**src/rtl/dcf_pkg.sv**
```systemverilog
// Shared types, codes and helpers for the DCF77 time-code receiver.
// Used by every module of the block and by its port checker; depends on nothing.
package dcf_pkg;

  // Event kinds carried in the input word's tuser.
  typedef enum logic [1:0] {
    OP_RISE    = 2'd0,
    OP_FALL    = 2'd1,
    OP_TIMEOUT = 2'd2
  } opcode_t;

  // Configuration register indexes.
  localparam int CFG_IDX_W = 1;
  localparam logic [CFG_IDX_W-1:0] REG_ONE_BIT_THR = 1'b0;
  localparam logic [CFG_IDX_W-1:0] REG_SEC_THR     = 1'b1;

  localparam logic [15:0] ONE_BIT_THR_RST = 16'd2160;
  localparam logic [15:0] SEC_THR_RST     = 16'd12960;

  // Frame layout (bit positions within the minute).
  localparam int FRAME_LEN   = 59;
  localparam logic [5:0] POS_MIN_START = 6'd21;
  localparam logic [5:0] POS_MIN_PAR   = 6'd28;
  localparam logic [5:0] POS_HOUR_START = 6'd29;
  localparam logic [5:0] POS_HOUR_PAR  = 6'd35;
  localparam logic [5:0] POS_DATE_START = 6'd36;
  localparam logic [5:0] POS_DATE_PAR  = 6'd58;
  localparam logic [5:0] BIT_CNT_MAX   = 6'd63;

  localparam int IN_DATA_W  = 16;
  localparam int IN_USER_W  = 2;
  localparam int OUT_DATA_W = 48;

  // Running calendar clock.
  typedef struct packed {
    logic [6:0] year;
    logic [3:0] month;
    logic [2:0] wday;
    logic [4:0] day;
    logic [4:0] hour;
    logic [5:0] min;
    logic [5:0] sec;
  } cal_t;

  // Time fields decoded from a received frame.
  typedef struct packed {
    logic [5:0] min;        // already decremented by one
    logic       load_date;  // low when the decremented minute is 59
    logic [4:0] hour;
    logic [4:0] day;
    logic [3:0] month;
    logic [6:0] year;
  } dec_t;

  // Status from the frame receiver to the top level.
  typedef struct packed {
    logic       sec_tick;   // rising edge closed a second
    logic       frame_ok;   // complete frame with good parity
    dec_t       dec;
    logic [5:0] bit_cnt_nxt;
  } frm_stat_t;

  // Result word, last field in the lowest bits.
  typedef struct packed {
    logic [4:0] pad;
    logic [5:0] bits_received;
    logic       synced;
    logic [6:0] year_two_digit;
    logic [3:0] month;
    logic [2:0] weekday;
    logic [4:0] day_of_month;
    logic [4:0] hours;
    logic [5:0] minutes;
    logic [5:0] seconds;
  } res_t;

  // BCD to binary with saturation at maxv.
  function automatic logic [7:0] bcd_sat(input logic [7:0] x, input logic [7:0] maxv);
    logic [7:0] tens;
    logic [7:0] v;
    tens = {4'd0, x[7:4]};
    v    = x - ((tens << 2) + (tens << 1));
    return (v > maxv) ? maxv : v;
  endfunction

endpackage

```
**src/rtl/dcf_cal_adv.sv**
```systemverilog
// One-second advance of the calendar clock, with month lengths and leap years.
// Pure combinational; depends on dcf_pkg.
module dcf_cal_adv (
  input  dcf_pkg::cal_t cur,
  output dcf_pkg::cal_t nxt
);

  logic [5:0] day_w;
  logic       new_month;

  always_comb begin
    nxt       = cur;
    day_w     = {1'b0, cur.day};
    new_month = 1'b0;
    if (cur.sec != 6'd59) begin
      nxt.sec = cur.sec + 6'd1;
    end else begin
      nxt.sec = 6'd0;
      if (cur.min != 6'd59) begin
        nxt.min = cur.min + 6'd1;
      end else begin
        nxt.min = 6'd0;
        if (cur.hour != 5'd23) begin
          nxt.hour = cur.hour + 5'd1;
        end else begin
          nxt.hour = 5'd0;
          nxt.wday = (cur.wday == 3'd7) ? 3'd1 : cur.wday + 3'd1;
          // hold the day at 31 while the month is still unknown
          if (cur.day < 5'd31) begin
            day_w = {1'b0, cur.day} + 6'd1;
          end else if (cur.month != 4'd0) begin
            day_w = 6'd32;
          end
          if (cur.month inside {4'd1, 4'd3, 4'd5, 4'd7, 4'd8, 4'd10, 4'd12}) begin
            new_month = (day_w == 6'd32);
          end else if (cur.month == 4'd2) begin
            new_month = (day_w == ((cur.year[1:0] == 2'd0) ? 6'd30 : 6'd29));
          end else if (cur.month inside {4'd4, 4'd6, 4'd9, 4'd11}) begin
            new_month = (day_w == 6'd31);
          end
          if (new_month) begin
            day_w = 6'd1;
            if (cur.month >= 4'd12) begin
              nxt.month = 4'd1;
              nxt.year  = (cur.year == 7'd99) ? 7'd0 : cur.year + 7'd1;
            end else begin
              nxt.month = cur.month + 4'd1;
            end
          end
          nxt.day = (day_w > 6'd31) ? 5'd31 : day_w[4:0];
        end
      end
    end
  end

endmodule

```
**src/rtl/dcf_frame_rx.sv**
```systemverilog
// Pulse classification, frame shift store, parity tracking and tick accumulator.
// Decodes the BCD time fields of the held frame; depends on dcf_pkg.
module dcf_frame_rx #(
  parameter int FRAME_BITS = 59
) (
  input  logic               clk,
  input  logic               rst_n,
  input  logic               step,
  input  dcf_pkg::opcode_t   op,
  input  logic [15:0]        ticks,
  input  logic [15:0]        one_thr,
  input  logic [15:0]        sec_thr,
  output dcf_pkg::frm_stat_t stat
);

  logic [dcf_pkg::FRAME_LEN-1:0] frame_r, frame_nxt;
  logic [5:0]  bit_cnt_r, bit_cnt_nxt;
  logic [15:0] acc_r, acc_nxt;
  logic        par_r, par_nxt;
  logic [2:0]  spar_r, spar_nxt;
  logic [16:0] acc_sum;
  logic [15:0] acc_sat;
  logic        sec_tick;
  logic [7:0]  min_dec;

  assign acc_sum = {1'b0, acc_r} + {1'b0, ticks};
  assign acc_sat = acc_sum[16] ? 16'hFFFF : acc_sum[15:0];

  always_comb begin
    frame_nxt   = frame_r;
    bit_cnt_nxt = bit_cnt_r;
    acc_nxt     = acc_r;
    par_nxt     = par_r;
    spar_nxt    = spar_r;
    sec_tick    = 1'b0;
    case (op)
      dcf_pkg::OP_RISE: begin
        acc_nxt = acc_sat;
        if (acc_sat > sec_thr) begin
          sec_tick = 1'b1;
          acc_nxt  = 16'd0;
        end
      end
      dcf_pkg::OP_FALL: begin
        acc_nxt = acc_sat;
        if (bit_cnt_r inside {dcf_pkg::POS_MIN_START, dcf_pkg::POS_HOUR_START,
                              dcf_pkg::POS_DATE_START}) begin
          par_nxt = 1'b0;
        end
        if (bit_cnt_r == dcf_pkg::POS_MIN_PAR)  spar_nxt[0] = par_nxt;
        if (bit_cnt_r == dcf_pkg::POS_HOUR_PAR) spar_nxt[1] = par_nxt;
        if (bit_cnt_r == dcf_pkg::POS_DATE_PAR) spar_nxt[2] = par_nxt;
        if (ticks > one_thr) begin
          // bits past the frame still flip parity but are not stored
          if (bit_cnt_r < 6'(dcf_pkg::FRAME_LEN)) frame_nxt[bit_cnt_r] = 1'b1;
          par_nxt = ~par_nxt;
        end
        if (bit_cnt_r != dcf_pkg::BIT_CNT_MAX) bit_cnt_nxt = bit_cnt_r + 6'd1;
      end
      dcf_pkg::OP_TIMEOUT: begin
        bit_cnt_nxt = 6'd0;
        frame_nxt   = '0;
      end
      default: ;
    endcase
  end

  always_ff @(posedge clk) begin
    if (!rst_n) begin
      frame_r   <= '0;
      bit_cnt_r <= 6'd0;
      acc_r     <= 16'd0;
      par_r     <= 1'b0;
      spar_r    <= 3'd0;
    end else if (step) begin
      frame_r   <= frame_nxt;
      bit_cnt_r <= bit_cnt_nxt;
      acc_r     <= acc_nxt;
      par_r     <= par_nxt;
      spar_r    <= spar_nxt;
    end
  end

  assign min_dec = dcf_pkg::bcd_sat({1'b0, frame_r[27:21]}, 8'd59);

  always_comb begin
    stat.sec_tick    = sec_tick;
    stat.frame_ok    = (bit_cnt_r == 6'(FRAME_BITS)) &&
                       (spar_r[0] == frame_r[28]) &&
                       (spar_r[1] == frame_r[35]) &&
                       (spar_r[2] == frame_r[58]);
    stat.dec.min       = (min_dec != 8'd0) ? 6'(min_dec - 8'd1) : 6'd59;
    stat.dec.load_date = (min_dec != 8'd0);
    stat.dec.hour  = 5'(dcf_pkg::bcd_sat({2'b0, frame_r[34:29]}, 8'd23));
    stat.dec.day   = 5'(dcf_pkg::bcd_sat({2'b0, frame_r[41:36]}, 8'd31));
    stat.dec.month = 4'(dcf_pkg::bcd_sat({3'b0, frame_r[49:45]}, 8'd12));
    stat.dec.year  = 7'(dcf_pkg::bcd_sat(frame_r[57:50], 8'd99));
    stat.bit_cnt_nxt = bit_cnt_nxt;
  end

endmodule

```
**src/rtl/dcf77_decoder_clock.sv**
```systemverilog
// DCF77 time-code receiver with a free-running calendar clock (top level).
// Instantiates dcf_frame_rx and dcf_cal_adv; depends on dcf_pkg.
//
// Each input word is one receiver event (tuser: rising edge, falling edge or
// one-second timeout) with the ticks elapsed since the previous event in tdata.
// Falling edges classify the pulse against one_bit_threshold and shift the bit
// into the minute frame; both edges accumulate ticks, and rising edges step the
// clock by one second once the sum passes second_threshold. A timeout after a
// complete frame with good parity loads the clock from the frame (second 59,
// minute minus one) and raises synced; any other timeout steps the clock one
// second and drops synced. Every event returns exactly one result word with
// the state after it. Timing: one word per clock cycle sustained while results
// are taken. A word is held in the input register, where the frame, parity and
// calendar update happens in a single pass, and then moves into the output
// register, which drives out_tvalid. The output register decouples the sides:
// while a result is stalled, one more input word is taken into the input
// register, and in_tready then stays low until the stalled result is taken.
// cfg_ready is always high; write configuration only while no event is in
// flight.
module dcf77_decoder_clock #(
  parameter int FRAME_BITS = 59
) (
  input  logic                           clk,
  input  logic                           rst_n,
  // input event channel
  input  logic                           in_tvalid,
  output logic                           in_tready,
  input  logic [dcf_pkg::IN_DATA_W-1:0]  in_tdata,   // [15:0] elapsed_ticks
  input  logic [dcf_pkg::IN_USER_W-1:0]  in_tuser,   // [1:0] opcode
  // result channel
  output logic                           out_tvalid,
  input  logic                           out_tready,
  // [5:0] seconds, [11:6] minutes, [16:12] hours, [21:17] day_of_month,
  // [24:22] weekday, [28:25] month, [35:29] year_two_digit, [36] synced,
  // [42:37] bits_received, [47:43] zero
  output logic [dcf_pkg::OUT_DATA_W-1:0] out_tdata,
  // configuration write channel
  input  logic                           cfg_valid,
  output logic                           cfg_ready,
  input  logic [dcf_pkg::CFG_IDX_W-1:0]  cfg_index,
  input  logic [15:0]                    cfg_data
);

  // configuration
  logic [15:0] one_thr_r, sec_thr_r;

  // input register
  logic              s1_valid_r, s1_valid_nxt;
  dcf_pkg::opcode_t  s1_op_r;
  logic [15:0]       s1_ticks_r;

  // output register
  logic              out_valid_r, out_valid_nxt;
  dcf_pkg::res_t     res_r, res_nxt;

  // clock state
  dcf_pkg::cal_t     cal_r, cal_nxt, cal_adv;
  logic              sync_r, sync_nxt;

  dcf_pkg::frm_stat_t frm_stat;
  logic               advance;

  // Process the held word when the output register is free or being drained.
  assign advance   = s1_valid_r && (!out_valid_r || out_tready);
  assign in_tready = !s1_valid_r || advance;
  assign cfg_ready = 1'b1;

  always_ff @(posedge clk) begin
    if (!rst_n) begin
      one_thr_r <= dcf_pkg::ONE_BIT_THR_RST;
      sec_thr_r <= dcf_pkg::SEC_THR_RST;
    end else if (cfg_valid) begin
      case (cfg_index)
        dcf_pkg::REG_ONE_BIT_THR: one_thr_r <= cfg_data;
        dcf_pkg::REG_SEC_THR:     sec_thr_r <= cfg_data;
        default: ;
      endcase
    end
  end

  dcf_frame_rx #(
    .FRAME_BITS (FRAME_BITS)
  ) u_frame (
    .clk     (clk),
    .rst_n   (rst_n),
    .step    (advance),
    .op      (s1_op_r),
    .ticks   (s1_ticks_r),
    .one_thr (one_thr_r),
    .sec_thr (sec_thr_r),
    .stat    (frm_stat)
  );

  dcf_cal_adv u_adv (
    .cur (cal_r),
    .nxt (cal_adv)
  );

  // Clock update for the held event.
  always_comb begin
    cal_nxt  = cal_r;
    sync_nxt = sync_r;
    case (s1_op_r)
      dcf_pkg::OP_RISE: begin
        if (frm_stat.sec_tick) cal_nxt = cal_adv;
      end
      dcf_pkg::OP_TIMEOUT: begin
        if (frm_stat.frame_ok) begin
          // load from the frame; a wrapped minute leaves hour and date alone
          cal_nxt.min = frm_stat.dec.min;
          if (frm_stat.dec.load_date) begin
            cal_nxt.hour  = frm_stat.dec.hour;
            cal_nxt.day   = frm_stat.dec.day;
            cal_nxt.month = frm_stat.dec.month;
            cal_nxt.year  = frm_stat.dec.year;
          end
          cal_nxt.sec = 6'd59;
          sync_nxt    = 1'b1;
        end else begin
          cal_nxt  = cal_adv;
          sync_nxt = 1'b0;
        end
      end
      default: ;
    endcase
  end

  always_ff @(posedge clk) begin
    if (!rst_n) begin
      cal_r  <= '0;
      sync_r <= 1'b0;
    end else if (advance) begin
      cal_r  <= cal_nxt;
      sync_r <= sync_nxt;
    end
  end

  // Pack the post-event state into the result word.
  always_comb begin
    res_nxt.pad            = '0;
    res_nxt.bits_received  = frm_stat.bit_cnt_nxt;
    res_nxt.synced         = sync_nxt;
    res_nxt.year_two_digit = cal_nxt.year;
    res_nxt.month          = cal_nxt.month;
    res_nxt.weekday        = cal_nxt.wday;
    res_nxt.day_of_month   = cal_nxt.day;
    res_nxt.hours          = cal_nxt.hour;
    res_nxt.minutes        = cal_nxt.min;
    res_nxt.seconds        = cal_nxt.sec;
  end

  // Input register: load a new word whenever it is empty or draining.
  assign s1_valid_nxt = in_tready ? in_tvalid : s1_valid_r;

  always_ff @(posedge clk) begin
    if (!rst_n) begin
      s1_valid_r <= 1'b0;
    end else begin
      s1_valid_r <= s1_valid_nxt;
    end
  end

  always_ff @(posedge clk) begin
    if (in_tvalid && in_tready) begin
      s1_op_r    <= dcf_pkg::opcode_t'(in_tuser);
      s1_ticks_r <= in_tdata;
    end
  end

  // Output register: hold a stalled word, drop it once taken.
  always_comb begin
    out_valid_nxt = out_valid_r;
    if (advance) begin
      out_valid_nxt = 1'b1;
    end else if (out_tready) begin
      out_valid_nxt = 1'b0;
    end
  end

  always_ff @(posedge clk) begin
    if (!rst_n) begin
      out_valid_r <= 1'b0;
    end else begin
      out_valid_r <= out_valid_nxt;
    end
  end

  always_ff @(posedge clk) begin
    if (advance) begin
      res_r <= res_nxt;
    end
  end

  assign out_tvalid = out_valid_r;
  assign out_tdata  = res_r;

endmodule

```
**config.mk**
```make
export PLATFORM = sky130hd
export DESIGN_NAME = dcf77_decoder_clock
export DESIGN_NICKNAME = d
export VERILOG_FILES = /design/src/rtl/dcf_pkg.sv /design/src/rtl/dcf_cal_adv.sv /design/src/rtl/dcf_frame_rx.sv /design/src/rtl/dcf77_decoder_clock.sv
export SDC_FILE = /design/constraint.sdc
export NUM_CORES = 1
export LEC_CHECK = 0
export BUFFER_PORTS_ARGS = -buffer_cell sky130_fd_sc_hd__clkbuf_2
export CAP_MARGIN = 20
export CORE_AREA = 2 2 179 181
export CTS_CLUSTER_DIAMETER = 120
export DETAILED_ROUTE_END_ITERATION = 10
export DIE_AREA = 0 0 181 183
export GPL_ROUTABILITY_DRIVEN = 0
export GPL_TIMING_DRIVEN = 1
export SETUP_SLACK_MARGIN = 0.05
export SLEW_MARGIN = 20
export SYNTH_ARGS = -nofsm -noshare
export SYNTH_HDL_FRONTEND = slang
export SYNTH_HIERARCHICAL = 1
export SYNTH_SLANG_ARGS = --single-unit
```
**constraint.sdc**
```tcl
create_clock -name clk -period 12.25 [get_ports clk]
set_input_delay 1.8375 -clock clk [delete_from_list [all_inputs] [get_ports clk]]
set_output_delay 1.8375 -clock clk [all_outputs]
set_load 0.02 [all_outputs]
```
==> results_dict.tcl, run 1 <==
set metrics [dict create \
    status "finished clean" \
    grt_util_met3 0.0280 \
    h-tree-depth 4 \
    finish.utilization 0.432 \
    drv_cap 0 \
    vias 10100 \
    cts_sinks 193 \
    ios 91 \
    yosysWarningCount 6 \
    cts.repair.resized 0 \
    ys.flop_type "dfxtp_1" \
    post-place-ws_ps 6320 \
    critPathMaxStageDelay_ps 670 \
    placementRows 65 \
    slew_violations 0 \
    grt_overflow 0 \
    tns_ps 0 \
    ant_nets 0 \
    core_sq_um 31200 \
    drive_gt1_frac 0.112 \
    cp_cell_sequence "ha_1, fa_1, a211oi_1, o21ai_0, nand2b_1, o211a_1, nor2_1, nor4_1, inv_1, ha_1, nand3_1, or2_2, a31oi_1, a211oi_1, nor3b_1, o21bai_4, nor3b_2, nor2_2, o2bb2ai_1" \
    grt_pass1_vias 9394 \
    die_w_microns 181 \
    post_cts_buffers 0 \
    period_needed_ps 5950 \
    postPlaceCellArea_sq_um 12900 \
    die_h_microns 183 \
    synthCells 1425 \
    die_area_sq_um 33100 \
    fin_nets 1627 \
    avgRoutedWirePerCell_microns 15.4 \
    grt-busiest-layer "met2" \
    max_clock_freq_ghz 0.168 \
    cp.arrival_ps 6240 \
    cp_top_family "simple AND/OR/NAND/NOR gates" \
    relSlewSlack 0.318 \
    finalSetupViolations 0 \
    hold_path_class "register to register" \
    cts-root-buf "clkbuf_16" \
    grtUsageTotal 0.177 \
    antenna_found_initial 0 \
    drt-vias-per-instance 5.35 \
    cts_tree "yes" \
    grt_max_degree 76 \
    insertion_delay_ps 430 \
    port_buffers 84 \
    synth_edf_count 61 \
    worst_slack_ps 6300 \
    seq_area_frac_synth 0.365 \
    start_util 0.393 \
    r2r_slack_ps 6300 \
    dp_hpwl_mm 21.4 \
    cp_max_fo 36 \
    fin_crit_sh 0.485 \
    diodes 0 \
    dr.pass1.iters 6 \
    met1_usage 0.241 \
    design_area_sq_um 13500 \
    skew_ps 9.08 \
    wl_mm 29.2 \
    cts_max_path_buffers 2 \
    cts_buffers 17 \
    p_leak_uw 0.00545 \
    syn2layout_area_growth_pct 9.97 \
    finalHoldViolations 0 \
    critPathKind "register to register" \
    ys_seq_elements 193 \
    async_flop_share 0 \
    grt_pass1_wl_mm 47.7 \
    cp.buffers_inverters 1 \
    start_kind "register" \
    required_ps 12550 \
    clk_pin_slew_ps 70 \
    cellPowerDensity_nw_per_um2 103 \
    drt_iter0_markers 733 \
    use_met2 0.295 \
    end_kind "register" \
    max_slew.worst_pin.slew_ps 1020 \
    syn_avg_cell_area_sq_um 8.60 \
    cts_hold_buf 0 \
    syn_area_sq_um 12300 \
    yosys.cell_types.count 94 \
    rsz0062_at_grt "false" \
    route.detailed.drc 0 \
    peakVddDrop_v 0.0000897 \
    cp_slowest_cell "nor3b_2" \
]
[worst paths after layout]
| check | from | to | depth (start not counted) |
|---|---|---|---|
| worst max-delay path | s1_ticks_r[0]$_DFFE_PP_ | cal_r[31]$_SDFFE_PN0P_ | 19 |
| worst min-delay path | sec_thr_r[8]$_SDFFE_PN0P_ | sec_thr_r[8]$_SDFFE_PN0P_ | 2 |
| worst max register to register | s1_ticks_r[0]$_DFFE_PP_ | cal_r[31]$_SDFFE_PN0P_ | 19 |
| worst min register to register | sec_thr_r[8]$_SDFFE_PN0P_ | sec_thr_r[8]$_SDFFE_PN0P_ | 2 |
[worst min-delay path, stage by stage (launching register included)]
cell and delay, ps:
dfxtp_1 310, nand2_1 50, a21oi_1 50
[power by group]
part	switching (uW)	internal (uW)	total, uW
registers	14.4	680	695
logic	101	54.3	155
clock network	262	281	543
[synth_stat cells, drive strengths merged, types with 3 or more instances]
cell type | instances | area share
nor3 | 19 | 0.0095
a31o | 3 | 0.0021
ha | 104 | 0.11
nor2 | 118 | 0.036
mux2i | 32 | 0.026
xnor2 | 27 | 0.019
fa | 8 | 0.013
a211oi | 14 | 0.0094
a21oi | 123 | 0.051
nand3b | 3 | 0.0018
a22o | 5 | 0.0036
xor2 | 14 | 0.010
nor4 | 8 | 0.0046
o21a | 4 | 0.0031
nor2b | 14 | 0.0071
edfxtp | 61 | 0.15
a31oi | 6 | 0.0031
nand4 | 34 | 0.019
and3 | 11 | 0.0056
nand2b | 25 | 0.013
clkbuf | 30 | 0.0093
o21ai | 68 | 0.028
mux2 | 9 | 0.0086
o211ai | 7 | 0.0047
nor3b | 4 | 0.0038
or2 | 9 | 0.0046
a21o | 15 | 0.0092
a32o | 9 | 0.0074
inv | 109 | 0.033
nand4b | 3 | 0.0027
or3 | 4 | 0.0020
a222oi | 6 | 0.0049
buf | 36 | 0.019
nand2 | 200 | 0.061
o2bb2ai | 18 | 0.013
nand3 | 48 | 0.021
o21bai | 7 | 0.0061
o31ai | 14 | 0.010
dfxtp | 132 | 0.22
a41oi | 17 | 0.012
and2 | 15 | 0.0077
[through the flow]
stage / total power, uW / instances / hold slack [ps]
final: 1390 / 1890 / 461
after CTS: 1410 / 1890 / 461
after floorplan: 820 / 1429 / 429
after detailed placement: 865 / 1858 / 451
after global routing: 1460 / 1890 / 472
after global placement: 863 / 1858 / 443
[cells by family (layout without fill, tap and decap cells)]
kind of cell | count (synthesis) | after routing | synth area share
flip-flops | 193 | 193 | 0.365
multiplexers | 41 | 41 | 0.0347
AND/OR/NAND/NOR | 525 | 525 | 0.208
XOR/XNOR | 41 | 41 | 0.0293
AO/OA/AOI/OAI | 335 | 335 | 0.181
buffers and inverters | 176 | 235 | 0.0618
other | 2 | 6 | 0.000613
adder cells (fa/ha/maj) | 112 | 112 | 0.119
[layout by cell type (no fill, tap or decap), drive strengths merged, types with 5 or more instances in the layout]
master | Yosys | routed
nor2b | 14 | 14
a41oi | 17 | 17
dfxtp | 132 | 132
conb | 2 | 6
a22o | 5 | 5
a32o | 9 | 9
a31oi | 6 | 6
mux2i | 32 | 32
clkinv | 1 | 7
and2 | 15 | 15
a211oi | 14 | 14
a222oi | 6 | 6
o31ai | 14 | 14
and3 | 11 | 11
a21oi | 123 | 123
nor4 | 8 | 8
clkbuf | 30 | 103
nand4 | 34 | 34
xnor2 | 27 | 27
mux2 | 9 | 9
o21ai | 68 | 68
fa | 8 | 8
nand3 | 48 | 48
buf | 36 | 9
nor2 | 118 | 118
nor3 | 19 | 19
xor2 | 14 | 14
o211ai | 7 | 7
ha | 104 | 104
o21bai | 7 | 7
or2 | 9 | 9
nand2 | 200 | 200
nand2b | 25 | 25
edfxtp | 61 | 61
inv | 109 | 116
o2bb2ai | 18 | 18
a21o | 15 | 15
[area by class of cell]
| class | instances | area (sq um) |
|---|---|---|
| fill | 3154 | 17700 |
| multi-input combinational | 1060 | 7040 |
| sequential | 193 | 4470 |
| tap | 402 | 503 |
| timing repair buffer | 93 | 488 |
| clock buffer | 19 | 464 |
| inverter | 110 | 413 |
| clock inverter | 13 | 97.6 |
[per-layer routing]
layer | wire length, microns | share of wire | vias to the layer above
met5 | 0 | 0 | -
li1 | - | - | 5140
met4 | 335 | 0.011 | 0
met2 | 13400 | 0.46 | 198
met3 | 1090 | 0.037 | 20
met1 | 14300 | 0.49 | 4755
[sequential cells by signal, summed over array words and instances (netlist names), 2 cells and up]
| register | flops |
|---|---|
| u_frame/frame_r | 35 |
| u_frame/spar_r | 3 |
| out_tdata | 43 |
| s1_op_r | 2 |
| sec_thr_r | 16 |
| one_thr_r | 16 |
| u_frame/acc_r | 16 |
| u_frame/bit_cnt_r | 6 |
| s1_ticks_r | 16 |
| cal_r | 36 |
Note: power is estimated with default switching activity, not from simulation.
==> run 2, diff against run 1 <==
==> constraint.sdc (replaced) <==
create_clock -name clk -period 5.04 [get_ports clk]
set_input_delay 0.756 -clock clk [delete_from_list [all_inputs] [get_ports clk]]
set_output_delay 0.756 -clock clk [all_outputs]
set_load 0.02 [all_outputs]
==> results_dict.tcl, run 2 (same netlist as run 1, synthesis figures left out) <==
set metrics [dict create \
    cts-root-buf "clkbuf_16" \
    cellPowerDensity_nw_per_um2 253 \
    avgRoutedWirePerCell_microns 15.7 \
    cp_max_fo 14 \
    grt_pass1_wl_mm 49.1 \
    h-tree-depth 4 \
    power_frac_seq 0.489 \
    relSlewSlack 0.396 \
    cts_hold_buf 0 \
    drt-vias-per-instance 5.41 \
    dr.pass1.iters 5 \
    peakVddDrop_v 0.000214 \
    p_leak_uw 0.00551 \
    diodes 0 \
    final_cell_mix "nand2_1, dfxtp_1, a21oi_1" \
    ant_nets 0 \
    cp_slowest_cell "fa_1" \
    end_kind "register" \
    largest_reg_flops 43 \
    cts_buffers 17 \
    die_w_microns 181 \
    insertion_delay_ps 460 \
    period_needed_ps 4660 \
    cp.buffers_inverters 3 \
    grt_max_degree 57 \
    placementRows 65 \
    grt_pass1_vias 9675 \
    swShare 0.287 \
    grtUsageTotal 0.183 \
    cp_cell_sequence "ha_1, fa_1, a211oi_2, o21ai_0, nand2b_1, o211a_1, nor2_4, nor4_2, inv_1, ha_1, nand3_1, or2_2, a31oi_1, a211oi_2, nor3b_1, buf_4, nand2b_1, a21oi_4, buf_4, a32o_1, a21o_1" \
    die_area_sq_um 33100 \
    p_clk_frac 0.397 \
    drv_cap 0 \
    critPathMaxStageDelay_ps 440 \
    regArea_sq_um 4470 \
    finalSetupViolations 0 \
    max_slew.worst_pin.slew_ps 906 \
    skew_ps 20.7 \
    antenna_found_initial 0 \
    port_buffers 84 \
    cp.arrival_ps 4990 \
    wl_mm 29.8 \
    post_cts_buffers 0 \
    die_h_microns 183 \
    max_clock_freq_ghz 0.214 \
    hold_path_class "register to register" \
    tns_ps 0 \
    r2r_slack_ps 380 \
    multiInputGateArea_sq_um 7080 \
    dp_hpwl_mm 21.8 \
    cts_max_path_buffers 2 \
    critPathKind "register to register" \
    start_kind "register" \
    share_comb_of_total_power 0.114 \
    design_area_sq_um 13600 \
    drive_gt1_frac 0.123 \
    status "finished clean" \
    slew_violations 0 \
    finalHoldViolations 0 \
    switching_power_uw 992 \
    required_ps 5370 \
    route.detailed.drc 0 \
    rsz0062_at_grt "false" \
    syn2layout_area_growth_pct 11.1 \
    core_sq_um 31200 \
    fin_crit_sh 0.925 \
    cts_tree "yes" \
    start_util 0.393 \
    final_common_cell "nand2_1" \
    cell_internal_pwr_uw 2460 \
    clk_pin_slew_ps 90 \
    nFillCells 3123 \
    cp_top_family "compound AO/OA/AOI/OAI gates" \
    vias 10300 \
    fin_nets 1637 \
    ios 91 \
    drt_iter0_markers 713 \
    cts_sinks 193 \
    grt_overflow 0 \
    postPlaceCellArea_sq_um 13000 \
]
run 2: cell count changes in the layout (fill, tap and decap cells not counted), sizes merged:
cell    change
buf        +10
clkinv      -1
clkbuf      -2
inv         +3
run 2: final cells by class:
cell class,instances,area share
clock buffers,17,0.0312
clock inverters,15,0.0117
inverters,110,0.0303
multi-input cells,1060,0.520
flip-flops and latches,193,0.328
well taps,402,0.0369
repair buffers,103,0.0416
run 2: stage by stage:
| step | total power [uW] | worst slack, ps | utilization | hold slack (ps) | cells |
|---|---|---|---|---|---|
| 6_report | 3450 | 376 | 0.436 | 458 | 1900 |
| 5_1_grt | 3610 | 39.7 | 0.436 | 447 | 1900 |
| 4_1_cts | 3490 | 58.1 | 0.435 | 448 | 1900 |
| 3_5_place_dp | 2110 | 5.00 | 0.416 | 447 | 1868 |
| 3_3_place_gp | 2100 | 198 | 0.416 | 442 | 1868 |
| 2_1_floorplan | 1990 | 516 | - | 429 | 1429 |
run 2: final timing paths:
path	from	end	depth (start not counted)
max	s1_ticks_r[0]$_DFFE_PP_	out_tdata[35]$_DFFE_PP_	21
min	sec_thr_r[3]$_SDFFE_PN0P_	sec_thr_r[3]$_SDFFE_PN0P_	2
max reg2reg	s1_ticks_r[0]$_DFFE_PP_	out_tdata[35]$_DFFE_PP_	21
min reg2reg	sec_thr_r[3]$_SDFFE_PN0P_	sec_thr_r[3]$_SDFFE_PN0P_	2
run 2: routing by layer:
layer / share of wire / track usage
met3: 0.052 / 0.0353
met5: 0 / 0
met4: 0.0097 / 0.0485
met1: 0.48 / 0.244
met2: 0.46 / 0.304
run 2: worst register-to-register path, stage by stage (launching register included):
cell and delay [ps]:
edfxtp_1 390, ha_1 240, fa_1 440, a211oi_2 230
o21ai_0 160, nand2b_1 160, o211a_1 240, nor2_4 110
nor4_2 220, inv_1 90, ha_1 300, nand3_1 90
or2_2 300, a31oi_1 200, a211oi_2 70, nor3b_1 220
buf_4 170, nand2b_1 90, a21oi_4 280, buf_4 270
a32o_1 190, a21o_1 90
run 2: power by group through the flow:
stage	clock network (uW)	registers (uW)	logic, uW
6_report	1370	1690	393
2_1_floorplan	0	1740	256
3_5_place_dp	0	1720	387
5_1_grt	1480	1690	442
4_1_cts	1410	1690	389
3_3_place_gp	0	1720	380
run 2: timing repair:
item                       in CTS  in global routing
setup endpoints to repair      11                 71
gates resized for setup         1                  9
pin swaps                       0                  3
